===== config.mk =====
export PLATFORM = sky130hd
export DESIGN_NAME = gradient_line_search
export DESIGN_NICKNAME = d
export VERILOG_FILES = /design/src/hdl/gls_pkg.sv /design/src/hdl/gls_muldiv.sv /design/src/hdl/gls_regs.sv /design/src/hdl/gradient_line_search.sv
export SDC_FILE = /design/constraint.sdc
export NUM_CORES = 2
export LEC_CHECK = 0
export ABC_AREA = 1
export BUFFER_PORTS_ARGS = -buffer_cell sky130_fd_sc_hd__buf_4
export CAP_MARGIN = 5
export CORE_AREA = 2 2 426 428
export DETAILED_ROUTE_END_ITERATION = 10
export DIE_AREA = 0 0 428 430
export HOLD_SLACK_MARGIN = 0.12
export MAX_ROUTING_LAYER = met4
export PLACE_DENSITY = 0.73
export SYNTH_ARGS = -nofsm -noshare
export SYNTH_HDL_FRONTEND = slang
export SYNTH_SLANG_ARGS = --single-unit

===== constraint.sdc =====
create_clock -name clk_i -period 15.8 [get_ports clk_i]
set_input_delay 1.58 -clock clk_i [delete_from_list [all_inputs] [get_ports clk_i]]
set_output_delay 1.58 -clock clk_i [all_outputs]
set_load 0.02 [all_outputs]

===== src/hdl/gls_pkg.sv =====
// Shared types and constants for the gradient line search block.
package gls_pkg;

  localparam int unsigned WordBits = 32;
  localparam int unsigned FracBits = 16;
  localparam int unsigned ResBits  = 48;

  localparam logic [30:0] WORD_MAX = 31'h7FFF_FFFF;
  localparam logic [16:0] Q_ONE    = 17'h1_0000;
  localparam logic [47:0] Q_HALF   = 48'h0000_0000_8000;
  localparam logic [47:0] Q_LOW    = 48'h0000_0000_4000;
  localparam logic [47:0] Q_HIGH   = 48'h0000_0000_C000;

  localparam logic CMD_START  = 1'b0;
  localparam logic CMD_REPORT = 1'b1;

  localparam logic [1:0] ST_EVAL  = 2'd0;
  localparam logic [1:0] ST_FOUND = 2'd1;
  localparam logic [1:0] ST_LIMIT = 2'd2;

  localparam logic [2:0] REG_TOL    = 3'd0;
  localparam logic [2:0] REG_TRIAL  = 3'd1;
  localparam logic [2:0] REG_MAXF   = 3'd2;
  localparam logic [2:0] REG_GROWTH = 3'd3;
  localparam logic [2:0] REG_BLIM   = 3'd4;
  localparam logic [2:0] REG_RLIM   = 3'd5;
  localparam logic [2:0] REG_FORG   = 3'd6;

  typedef struct packed {
    logic               cmd;
    logic signed [31:0] start_position;
    logic signed [31:0] derivative;
  } in_t;

  typedef struct packed {
    logic signed [31:0] next_position;
    logic [1:0]         status;
  } out_t;

  typedef struct packed {
    logic [30:0] grad_tolerance;
    logic [30:0] trial_step;
    logic [30:0] max_step_factor;
    logic [30:0] step_growth;
    logic [7:0]  bracket_limit;
    logic [7:0]  refine_limit;
    logic [7:0]  forgive_count;
  } cfg_t;

  // Request to the shared multiply/divide unit: u*v>>16, or u*v/w when div is set.
  typedef struct packed {
    logic        div;
    logic [47:0] u;
    logic [31:0] v;
    logic [31:0] w;
  } md_req_t;

  function automatic logic [31:0] magn(input logic signed [31:0] x);
    logic signed [31:0] n;
    n = -x;
    return x[31] ? n : x;
  endfunction

  function automatic logic [31:0] dmag(input logic signed [31:0] x,
                                       input logic signed [31:0] y);
    logic signed [32:0] df;
    logic signed [32:0] nd;
    df = {x[31], x} - {y[31], y};
    nd = -df;
    return df[32] ? nd[31:0] : df[31:0];
  endfunction

  // x plus or minus a magnitude, saturated to the signed word.
  function automatic logic signed [31:0] add_mag(input logic signed [31:0] x,
                                                 input logic neg,
                                                 input logic [48:0] m);
    logic signed [50:0] xs;
    logic signed [50:0] ms;
    logic signed [50:0] s;
    xs = {{19{x[31]}}, x};
    ms = $signed({2'b00, m});
    s  = neg ? (xs - ms) : (xs + ms);
    if (s > 51'sh0_0000_7FFF_FFFF) begin
      return 32'sh7FFF_FFFF;
    end else if (s < -51'sh0_0000_8000_0000) begin
      return 32'sh8000_0000;
    end
    return s[31:0];
  endfunction

endpackage


===== src/hdl/gls_muldiv.sv =====
// Shared serial unit: shift-add multiply, then optional restoring division.
module gls_muldiv (
  input  logic              clk_i,
  input  logic              rst_ni,
  input  logic              start_i,
  input  gls_pkg::md_req_t  req_i,
  output logic              done_o,
  output logic [47:0]       res_o
);

  typedef enum logic [1:0] {M_IDLE, M_MUL, M_DIV} md_state_e;

  md_state_e   state_q;
  logic [79:0] acc_q;
  logic [79:0] mcand_q;
  logic [31:0] mplier_q;
  logic [5:0]  cnt_q;
  logic        div_q;
  logic [31:0] w_q;
  logic [31:0] rem_q;
  logic [47:0] quo_q;
  logic        done_q;
  logic [47:0] res_q;

  logic [79:0] acc_nx;
  logic [32:0] rem_sh;
  logic        rem_ge;

  assign acc_nx = acc_q + (mplier_q[0] ? mcand_q : 80'd0);
  assign rem_sh = {rem_q, quo_q[47]};
  assign rem_ge = rem_sh >= {1'b0, w_q};

  always_ff @(posedge clk_i or negedge rst_ni) begin
    if (!rst_ni) begin
      state_q  <= M_IDLE;
      done_q   <= 1'b0;
      cnt_q    <= '0;
      acc_q    <= '0;
      mcand_q  <= '0;
      mplier_q <= '0;
      div_q    <= 1'b0;
      w_q      <= '0;
      rem_q    <= '0;
      quo_q    <= '0;
      res_q    <= '0;
    end else begin
      unique case (state_q)
        M_IDLE: begin
          done_q <= 1'b0;
          if (start_i) begin
            acc_q    <= '0;
            mcand_q  <= {32'd0, req_i.u};
            mplier_q <= req_i.v;
            div_q    <= req_i.div;
            w_q      <= req_i.w;
            cnt_q    <= '0;
            state_q  <= M_MUL;
          end
        end
        M_MUL: begin
          acc_q    <= acc_nx;
          mcand_q  <= {mcand_q[78:0], 1'b0};
          mplier_q <= {1'b0, mplier_q[31:1]};
          if (cnt_q == 6'd31) begin
            cnt_q <= '0;
            if (!div_q) begin
              res_q   <= (acc_nx[79:64] != 16'd0) ? '1 : acc_nx[63:16];
              done_q  <= 1'b1;
              state_q <= M_IDLE;
            end else if (w_q == 32'd0 || acc_nx[79:48] >= w_q) begin
              res_q   <= '1;
              done_q  <= 1'b1;
              state_q <= M_IDLE;
            end else begin
              rem_q   <= acc_nx[79:48];
              quo_q   <= acc_nx[47:0];
              done_q  <= 1'b0;
              state_q <= M_DIV;
            end
          end else begin
            cnt_q  <= cnt_q + 6'd1;
            done_q <= 1'b0;
          end
        end
        M_DIV: begin
          rem_q <= rem_ge ? 32'(rem_sh - {1'b0, w_q}) : rem_sh[31:0];
          quo_q <= {quo_q[46:0], rem_ge};
          cnt_q <= cnt_q + 6'd1;
          if (cnt_q == 6'd47) begin
            res_q   <= {quo_q[46:0], rem_ge};
            done_q  <= 1'b1;
            state_q <= M_IDLE;
          end else begin
            done_q <= 1'b0;
          end
        end
        default: begin
          done_q  <= 1'b0;
          state_q <= M_IDLE;
        end
      endcase
    end
  end

  assign done_o = done_q;
  assign res_o  = res_q;

endmodule


===== src/hdl/gls_regs.sv =====
// APB register file holding the search settings.
module gls_regs (
  input  logic               clk_i,
  input  logic               rst_ni,
  input  logic               psel,
  input  logic               penable,
  input  logic               pwrite,
  input  logic [4:0]         paddr,
  input  logic [31:0]        pwdata,
  output logic [31:0]        prdata,
  output logic               pready,
  output gls_pkg::cfg_t      cfg_o
);

  gls_pkg::cfg_t cfg_q;
  logic          wr_en;

  assign wr_en  = psel && penable && pwrite;
  assign pready = 1'b1;

  always_ff @(posedge clk_i or negedge rst_ni) begin
    if (!rst_ni) begin
      cfg_q.grad_tolerance  <= 31'd66;
      cfg_q.trial_step      <= 31'd6554;
      cfg_q.max_step_factor <= 31'd327680;
      cfg_q.step_growth     <= 31'd131072;
      cfg_q.bracket_limit   <= 8'd5;
      cfg_q.refine_limit    <= 8'd5;
      cfg_q.forgive_count   <= 8'd1;
    end else if (wr_en) begin
      unique case (paddr[4:2])
        gls_pkg::REG_TOL:    cfg_q.grad_tolerance  <= pwdata[30:0];
        gls_pkg::REG_TRIAL:  cfg_q.trial_step      <= pwdata[30:0];
        gls_pkg::REG_MAXF:   cfg_q.max_step_factor <= pwdata[30:0];
        gls_pkg::REG_GROWTH: cfg_q.step_growth     <= pwdata[30:0];
        gls_pkg::REG_BLIM:   cfg_q.bracket_limit   <= pwdata[7:0];
        gls_pkg::REG_RLIM:   cfg_q.refine_limit    <= pwdata[7:0];
        gls_pkg::REG_FORG:   cfg_q.forgive_count   <= pwdata[7:0];
        default: ;
      endcase
    end
  end

  always_comb begin
    unique case (paddr[4:2])
      gls_pkg::REG_TOL:    prdata = {1'b0, cfg_q.grad_tolerance};
      gls_pkg::REG_TRIAL:  prdata = {1'b0, cfg_q.trial_step};
      gls_pkg::REG_MAXF:   prdata = {1'b0, cfg_q.max_step_factor};
      gls_pkg::REG_GROWTH: prdata = {1'b0, cfg_q.step_growth};
      gls_pkg::REG_BLIM:   prdata = {24'd0, cfg_q.bracket_limit};
      gls_pkg::REG_RLIM:   prdata = {24'd0, cfg_q.refine_limit};
      gls_pkg::REG_FORG:   prdata = {24'd0, cfg_q.forgive_count};
      default:             prdata = 32'd0;
    endcase
  end

  assign cfg_o = cfg_q;

endmodule


===== src/hdl/gradient_line_search.sv =====
// Top level of the gradient-only line search sequencer (bracketing, then regula falsi).
//
//   Channel   Direction  Handshake               Payload
//   in        input      in_valid_i / in_stall_o  in_i  (cmd, start_position, derivative)
//   out       output     out_valid_o / out_stall_i out_o (next_position, status)
//   config    input      APB psel/penable/pwrite  7 registers at byte address 4*i
//
// An item is taken while the block is idle; it then occupies the block until its result is in
// the output register. The shared multiply/divide unit forms a product and, for a division,
// then a quotient. A bracketing step passes the step cap and then a grown step or a secant
// guess through the unit before its result is registered; a refinement step divides for the
// secant ratio, except when the derivatives at both ends are equal, and then multiplies for a
// secant point or falls back to the midpoint. A found or limit answer goes through S_RESULT,
// with S_FIN before it when the best end is picked. A report that arrives with no search
// running is taken and gives no result. Reset needs no clearing pass. A waiting result does not
// stop the next transfer in; the block only waits at its end if the old result is still held.
module gradient_line_search (
  input  logic            clk_i,
  input  logic            rst_ni,
  input  logic            in_valid_i,
  output logic            in_stall_o,
  input  gls_pkg::in_t    in_i,
  output logic            out_valid_o,
  input  logic            out_stall_i,
  output gls_pkg::out_t   out_o,
  input  logic            psel,
  input  logic            penable,
  input  logic            pwrite,
  input  logic [4:0]      paddr,
  input  logic [31:0]     pwdata,
  output logic [31:0]     prdata,
  output logic            pready
);

  typedef enum logic [3:0] {
    S_IDLE, S_CAP, S_CAP_W, S_STEP_W, S_PROP, S_Z_W, S_Z_EVAL, S_PT_W, S_FIN, S_RESULT
  } state_e;

  typedef enum logic [1:0] {PH_IDLE, PH_BRACKET, PH_REFINE} phase_e;

  gls_pkg::cfg_t    cfg;
  gls_pkg::md_req_t md_req_q;
  logic             md_start_q;
  logic             md_done;
  logic [47:0]      md_res;

  state_e             state_q;
  phase_e             phase_q;
  logic signed [31:0] end_a_q, end_b_q, da_q, db_q, probe_q;
  logic signed [31:0] fin_x_q, fin_d_q;
  logic               desc_q;
  logic [30:0]        step_q, cap_q;
  logic [7:0]         iter_q, forg_q;
  logic [47:0]        zq_q;
  logic               zneg_q;
  logic signed [31:0] pend_pos_q;
  logic [1:0]         pend_st_q;
  gls_pkg::out_t      out_q;
  logic               out_valid_q;

  gls_regs u_regs (
    .clk_i   (clk_i),
    .rst_ni  (rst_ni),
    .psel    (psel),
    .penable (penable),
    .pwrite  (pwrite),
    .paddr   (paddr),
    .pwdata  (pwdata),
    .prdata  (prdata),
    .pready  (pready),
    .cfg_o   (cfg)
  );

  gls_muldiv u_md (
    .clk_i   (clk_i),
    .rst_ni  (rst_ni),
    .start_i (md_start_q),
    .req_i   (md_req_q),
    .done_o  (md_done),
    .res_o   (md_res)
  );

  // Input side decisions.
  logic signed [31:0] d;
  logic [31:0]        d_mag;
  logic               tiny;
  logic               past;
  logic               swap_b;
  logic [7:0]         iter_inc;
  logic               in_xfer;

  assign in_stall_o = (state_q != S_IDLE);
  assign in_xfer    = in_valid_i && !in_stall_o;
  assign d          = in_i.derivative;
  assign d_mag      = gls_pkg::magn(d);
  assign tiny       = d_mag < {1'b0, cfg.grad_tolerance};
  assign past       = (d_mag > {1'b0, cfg.grad_tolerance}) &&
                      ((!desc_q && d[31]) || (desc_q && !d[31] && d != 32'sd0));
  assign swap_b     = (d != 32'sd0) && (da_q != 32'sd0) && (d[31] != da_q[31]);
  assign iter_inc   = iter_q + 8'd1;

  // Bracket quantities from the stored ends.
  logic [31:0] ma, mb, ab_dist, den;
  logic        sec, dneg;
  assign ma      = gls_pkg::magn(da_q);
  assign mb      = gls_pkg::magn(db_q);
  assign sec     = mb < ma;
  assign ab_dist = gls_pkg::dmag(end_a_q, end_b_q);
  assign den     = gls_pkg::dmag(db_q, da_q);
  assign dneg    = db_q < da_q;

  // Step selection once the second unit pass is done.
  logic [48:0]        sec_t;
  logic [30:0]        dx;
  logic [30:0]        grown;
  logic signed [31:0] next_b;
  assign sec_t  = {1'b0, md_res} + {2'b00, md_res[47:1]};
  assign dx     = sec ? ((sec_t < {18'd0, cap_q}) ? sec_t[30:0] : cap_q) : step_q;
  assign grown  = (md_res < {17'd0, cap_q}) ? md_res[30:0] : cap_q;
  assign next_b = gls_pkg::add_mag(end_b_q, !desc_q, {18'd0, dx});

  // Refinement point candidates.
  logic               z_bad;
  logic signed [31:0] mid_pt;
  logic signed [31:0] sec_pt;
  assign z_bad  = zneg_q || (zq_q < gls_pkg::Q_LOW) || (zq_q > gls_pkg::Q_HIGH);
  assign mid_pt = gls_pkg::add_mag(end_a_q, end_b_q < end_a_q, {18'd0, ab_dist[31:1]});
  assign sec_pt = gls_pkg::add_mag(end_b_q, zneg_q != (end_a_q < end_b_q), {1'b0, md_res});

  // On the refinement limit, answer with the point of smallest derivative magnitude.
  logic signed [31:0] best_pos;
  always_comb begin
    logic [31:0] bm;
    best_pos = fin_x_q;
    bm       = gls_pkg::magn(fin_d_q);
    if (ma < bm) begin
      best_pos = end_a_q;
      bm       = ma;
    end
    if (mb < bm) begin
      best_pos = end_b_q;
    end
  end

  always_ff @(posedge clk_i or negedge rst_ni) begin
    if (!rst_ni) begin
      state_q     <= S_IDLE;
      phase_q     <= PH_IDLE;
      end_a_q     <= '0;
      end_b_q     <= '0;
      da_q        <= '0;
      db_q        <= '0;
      probe_q     <= '0;
      fin_x_q     <= '0;
      fin_d_q     <= '0;
      desc_q      <= 1'b0;
      step_q      <= '0;
      cap_q       <= '0;
      iter_q      <= '0;
      forg_q      <= '0;
      zq_q        <= '0;
      zneg_q      <= 1'b0;
      pend_pos_q  <= '0;
      pend_st_q   <= gls_pkg::ST_EVAL;
      out_q       <= '0;
      out_valid_q <= 1'b0;
      md_req_q    <= '0;
      md_start_q  <= 1'b0;
    end else begin
      // The shared unit is launched from the states that hand it a new request.
      md_start_q <= (state_q == S_CAP) || (state_q == S_CAP_W && md_done) ||
                    (state_q == S_PROP && den != 32'd0) ||
                    (state_q == S_Z_EVAL && !(z_bad && forg_q == 8'd0));
      if (state_q != S_RESULT && out_valid_q && !out_stall_i) begin
        out_valid_q <= 1'b0;
      end
      unique case (state_q)
        S_IDLE: begin
          if (in_xfer) begin
            if (in_i.cmd == gls_pkg::CMD_START) begin
              end_a_q <= in_i.start_position;
              end_b_q <= in_i.start_position;
              probe_q <= in_i.start_position;
              da_q    <= '0;
              db_q    <= d;
              if (tiny) begin
                pend_pos_q <= in_i.start_position;
                pend_st_q  <= gls_pkg::ST_FOUND;
                phase_q    <= PH_IDLE;
                state_q    <= S_RESULT;
              end else begin
                desc_q <= d[31];
                step_q <= cfg.trial_step;
                iter_q <= '0;
                if (cfg.bracket_limit == 8'd0) begin
                  pend_pos_q <= in_i.start_position;
                  pend_st_q  <= gls_pkg::ST_LIMIT;
                  phase_q    <= PH_IDLE;
                  state_q    <= S_RESULT;
                end else begin
                  phase_q <= PH_BRACKET;
                  state_q <= S_CAP;
                end
              end
            end else if (phase_q == PH_BRACKET) begin
              db_q <= d;
              if (tiny) begin
                pend_pos_q <= end_b_q;
                pend_st_q  <= gls_pkg::ST_FOUND;
                phase_q    <= PH_IDLE;
                state_q    <= S_RESULT;
              end else if (past) begin
                iter_q <= '0;
                forg_q <= cfg.forgive_count;
                if (cfg.refine_limit == 8'd0) begin
                  fin_x_q <= end_b_q;
                  fin_d_q <= d;
                  state_q <= S_FIN;
                end else begin
                  phase_q <= PH_REFINE;
                  state_q <= S_PROP;
                end
              end else begin
                iter_q <= iter_inc;
                if (iter_inc >= cfg.bracket_limit) begin
                  pend_pos_q <= end_b_q;
                  pend_st_q  <= gls_pkg::ST_LIMIT;
                  phase_q    <= PH_IDLE;
                  state_q    <= S_RESULT;
                end else begin
                  state_q <= S_CAP;
                end
              end
            end else if (phase_q == PH_REFINE) begin
              if (tiny) begin
                pend_pos_q <= probe_q;
                pend_st_q  <= gls_pkg::ST_FOUND;
                phase_q    <= PH_IDLE;
                state_q    <= S_RESULT;
              end else begin
                if (swap_b) begin
                  end_b_q <= probe_q;
                  db_q    <= d;
                end else begin
                  end_a_q <= probe_q;
                  da_q    <= d;
                end
                iter_q <= iter_inc;
                if (iter_inc >= cfg.refine_limit) begin
                  fin_x_q <= probe_q;
                  fin_d_q <= d;
                  state_q <= S_FIN;
                end else begin
                  state_q <= S_PROP;
                end
              end
            end
          end
        end
        S_CAP: begin
          // Step cap is trial_step times the cap factor.
          md_req_q <= '{div: 1'b0, u: {17'd0, cfg.trial_step},
                        v: {1'b0, cfg.max_step_factor}, w: 32'd0};
          state_q  <= S_CAP_W;
        end
        S_CAP_W: begin
          if (md_done) begin
            cap_q <= (md_res > {17'd0, gls_pkg::WORD_MAX}) ? gls_pkg::WORD_MAX : md_res[30:0];
            if (sec) begin
              md_req_q <= '{div: 1'b1, u: {16'd0, mb}, v: ab_dist, w: 32'(ma - mb)};
            end else begin
              md_req_q <= '{div: 1'b0, u: {17'd0, step_q},
                            v: {1'b0, cfg.step_growth}, w: 32'd0};
            end
            state_q <= S_STEP_W;
          end
        end
        S_STEP_W: begin
          if (md_done) begin
            if (!sec) begin
              step_q <= grown;
            end
            end_a_q    <= end_b_q;
            da_q       <= db_q;
            end_b_q    <= next_b;
            probe_q    <= next_b;
            pend_pos_q <= next_b;
            pend_st_q  <= gls_pkg::ST_EVAL;
            state_q    <= S_RESULT;
          end
        end
        S_PROP: begin
          if (den == 32'd0) begin
            zq_q    <= gls_pkg::Q_HALF;
            zneg_q  <= 1'b0;
            state_q <= S_Z_EVAL;
          end else begin
            md_req_q <= '{div: 1'b1, u: {16'd0, mb}, v: {15'd0, gls_pkg::Q_ONE}, w: den};
            state_q  <= S_Z_W;
          end
        end
        S_Z_W: begin
          if (md_done) begin
            zq_q    <= md_res;
            zneg_q  <= (md_res != 48'd0) && (db_q[31] != dneg);
            state_q <= S_Z_EVAL;
          end
        end
        S_Z_EVAL: begin
          if (z_bad && forg_q == 8'd0) begin
            // Too many poor secant points: fall back to the midpoint.
            probe_q    <= mid_pt;
            pend_pos_q <= mid_pt;
            pend_st_q  <= gls_pkg::ST_EVAL;
            state_q    <= S_RESULT;
          end else begin
            if (z_bad) begin
              forg_q <= forg_q - 8'd1;
            end
            md_req_q <= '{div: 1'b0, u: zq_q, v: ab_dist, w: 32'd0};
            state_q  <= S_PT_W;
          end
        end
        S_PT_W: begin
          if (md_done) begin
            probe_q    <= sec_pt;
            pend_pos_q <= sec_pt;
            pend_st_q  <= gls_pkg::ST_EVAL;
            state_q    <= S_RESULT;
          end
        end
        S_FIN: begin
          pend_pos_q <= best_pos;
          pend_st_q  <= gls_pkg::ST_LIMIT;
          phase_q    <= PH_IDLE;
          state_q    <= S_RESULT;
        end
        S_RESULT: begin
          if (!out_valid_q || !out_stall_i) begin
            out_q.next_position <= pend_pos_q;
            out_q.status        <= pend_st_q;
            out_valid_q         <= 1'b1;
            state_q             <= S_IDLE;
          end
        end
        default: state_q <= S_IDLE;
      endcase
    end
  end

  assign out_valid_o = out_valid_q;
  assign out_o       = out_q;

endmodule


==> reports/results.txt <==
Final Hold Fails: 0
maximum buffer depth of the clock tree: 3
final worst path period share: 75.1%
CP startpoint kind: register
hold_buf cts: 0
Total Wirelength: 335,000 um
syn_nets: 14,100
post-route insts no fill: 15,700
Layout area overhead: 7.95%
Vias: 90,600
Area contributors post-synth: dfrtp_1 (29%), nand2_1 (15%), ha_1 (9.0%), inv_1 (7.6%), o21ai_0 (5.1%)
H-tree depth: 3
DP HPWL: 258,000 um
Setup-failing EPs final: 0
combinational share of power: 9.8%
number of buffers inserted by port buffering: 172
row cnt: 156
Non-Filler Cell Area, Final: 96,400 um2
1st-iter DRT viols: 11,000
Seq pwr share: 45.0%
clock share of power: 45.2%
cell area after synthesis: 89,300 um2
WP data arrival: 12,530 ps
Die ar.: 184,000 um2
Post-synth top flop: dfrtp_1
Psw: 0.00179 W
Via density: 5.78
dpl ws: 4390 ps
Slew Limit Fails: 0
CP most frequent cell: nand2_1
cell with the most instances after synthesis: nand2_1
# placed instances: 15,400
Post-synth top cells: nand2_1 (3,637), inv_1 (1,807), nor2_1 (1,132)
Synth Area per Inst: 6.71 um2
fin nets: 14,000
Final min period: 11,860 ps
Switching Fraction: 27.9%
RSZ-0062 raised after global routing: no
relative slew slack: 12.4%
# Max-Cap Violations: 0
DRC violations left: 0
kind of critical path: register to register
internal power: 0.00461 W
Cells after Synth: 13,300
ys async rst share: 100%
wire per inst: 21.4 um
GRT Total Usage: 36.4%
number of global-route vias before repair: 83,000
leakage power: 51.7 nW
Post-synth EDFFs: 0
Clock Latency Late Sink: 830 ps
final setup TNS: 0 ps
status: complete, no violations
Clock Sink Count: 1,051
delay-heaviest family, CP: simple AND/OR/NAND/NOR gates
Seq/Total Area, Yosys: 29.5%
GP Congestion: 1.05
top cell type by total area after synthesis: dfrtp_1
Final Worst Setup Slack: 3940 ps
Worst Max-Slew Pin Slew: 1300 ps
Syn. warnings: 0
peak supply drop: 102 uV
utilization after layout: 53.6%
Fillers: 18,000
post-CTS setup buffer count: 0
Post-DP Area: 92,300 um2
maximum net fanout on the critical path: 64
global-route wire length before repair: 505,000 um
Worst Skew: 71.6 ps
min-delay worst type: register to register
Critical Path Max Stage Delay: 700 ps
Root Buffer: clkbuf_16
Post-DRT Antenna Nets: 0
TritonCTS buffer count: 117
Worst-path clk slew: 70 ps
global route total overflow: 0
Setup crit end kind: register
pwr/cell area: 66.3 nW/um2
initial antenna violation count: 4
Core Area: 180,000 um2
flops & latches, synth: 1,051
fraction of layout cells with a size suffix above 1: 6.13%
Ports: 178
Req. time, crit path: 16,470 ps
1st-pass router iterations: 7
r2r setup slk: 3940 ps
CTS-repair resized insts: 0
Synth cell types: 81
Worst Path Buf+Inv: 10
CTS tree: done
Max Fclk: 0.0843 GHz
CP max stage cell: buf_4
Chip Width: 428 um
Initial Util: 49.7%
largest net degree at the start of global routing: 176
die height: 430 um
top cell type's share of synthesized area: 29.0%
-- cell families (layout without fill, tap and decap cells) --
| family | after synthesis | in the layout | synth area share (%) |
|---|---|---|---|
| buf+inv | 2354 | 2342 | 10.4 |
| xor+xnor | 552 | 552 | 5.43 |
| mux | 39 | 39 | 0.488 |
| flops | 1051 | 1051 | 29.5 |
| other cells | 2 | 8 | 0.00841 |
| simple gates | 5993 | 5993 | 27.8 |
| compound gates | 2670 | 2670 | 17.2 |
| fa+ha+maj | 652 | 652 | 9.21 |
-- power groups by stage --
stage / registers (W) / clock network, W / logic [W]
final: 0.00287 / 0.00289 / 0.000629
after global routing: 0.00288 / 0.00302 / 0.000692
after CTS: 0.00287 / 0.00291 / 0.000619
after detailed placement: 0.00291 / 0 / 0.000615
after global placement: 0.00291 / 0 / 0.000607
after floorplan: 0.00287 / 0 / 0.000352
-- sequential cells by signal (all words and copies together) (netlist names), 34 cells and up --
register and flops:
u_regs.cfg_o 148, md_req_q 113, u_md.acc_q 80, u_md.mcand_q 80
u_md.quo_q 48, u_md.res_o 48, zq_q 48, out_o 34
-- tightest hold or removal path, stage by stage (launching register included) --
cell and delay [ps]:
dfrtp_1 340, nand2_1 60, nand2_1 50
-- per-layer routing --
| layer | up-vias | part of all wire (%) | GRT usage [%] |
|---|---|---|---|
| met5 | - | 0 | - |
| met4 | 0 | 5.7 | 17.5 |
| met3 | 740 | 9.8 | 6.54 |
| met2 | 4314 | 42 | 53.0 |
| met1 | 42300 | 42 | 48.7 |
| li1 | 43200 | - | - |
-- layout by cell type, fill, tap and decap left out, types with 51 or more instances in the layout --
cell type / instances
a21oi_1: 849
a31oi_1: 178
buf_4: 271
clkbuf_16: 117
dfrtp_1: 1033
ha_1: 641
inv_1: 1802
nand2_1: 3627
nand2_2: 67
nand3_1: 697
nand4_1: 130
nor2_1: 1124
nor3_1: 105
nor4_1: 51
o211ai_1: 160
o21a_1: 55
o21ai_0: 914
o22ai_1: 148
xnor2_1: 144
xor2_1: 406
-- worst paths after layout --
check,cells past startpoint,from,end
setup / recovery,47,db_q[0],pend_pos_q[13]
hold / removal,2,pend_pos_q[26],pend_pos_q[26]
setup reg to reg,47,db_q[0],pend_pos_q[13]
hold reg to reg,2,pend_pos_q[26],pend_pos_q[26]
max in group asynchronous,4,rst_ni,end_a_q[13]
min in group asynchronous,1,rst_ni,u_md.mcand_q[60]
-- through the flow --
stage / power, W / hold WS (ps)
after CTS: 0.00639 / 483
final: 0.00639 / 482
after floorplan: 0.00322 / 445
after global routing: 0.00659 / 497
after detailed placement: 0.00353 / 467
after global placement: 0.00352 / 465
-- final cells by class --
type	count	area (um2)	area share [%]
Multi-Input combinational cell	9908	53900	56.0
Sequential cell	1051	26300	27.3
Inverter	1843	6930	7.19
Clock buffer	170	3400	3.52
Tap cell	2370	2970	3.08
Timing Repair Buffer	277	2150	2.23
Clock inverter	52	659	0.684
Antenna cell	6	15.0	0.0156
Power figures use the tool's default switching activity.
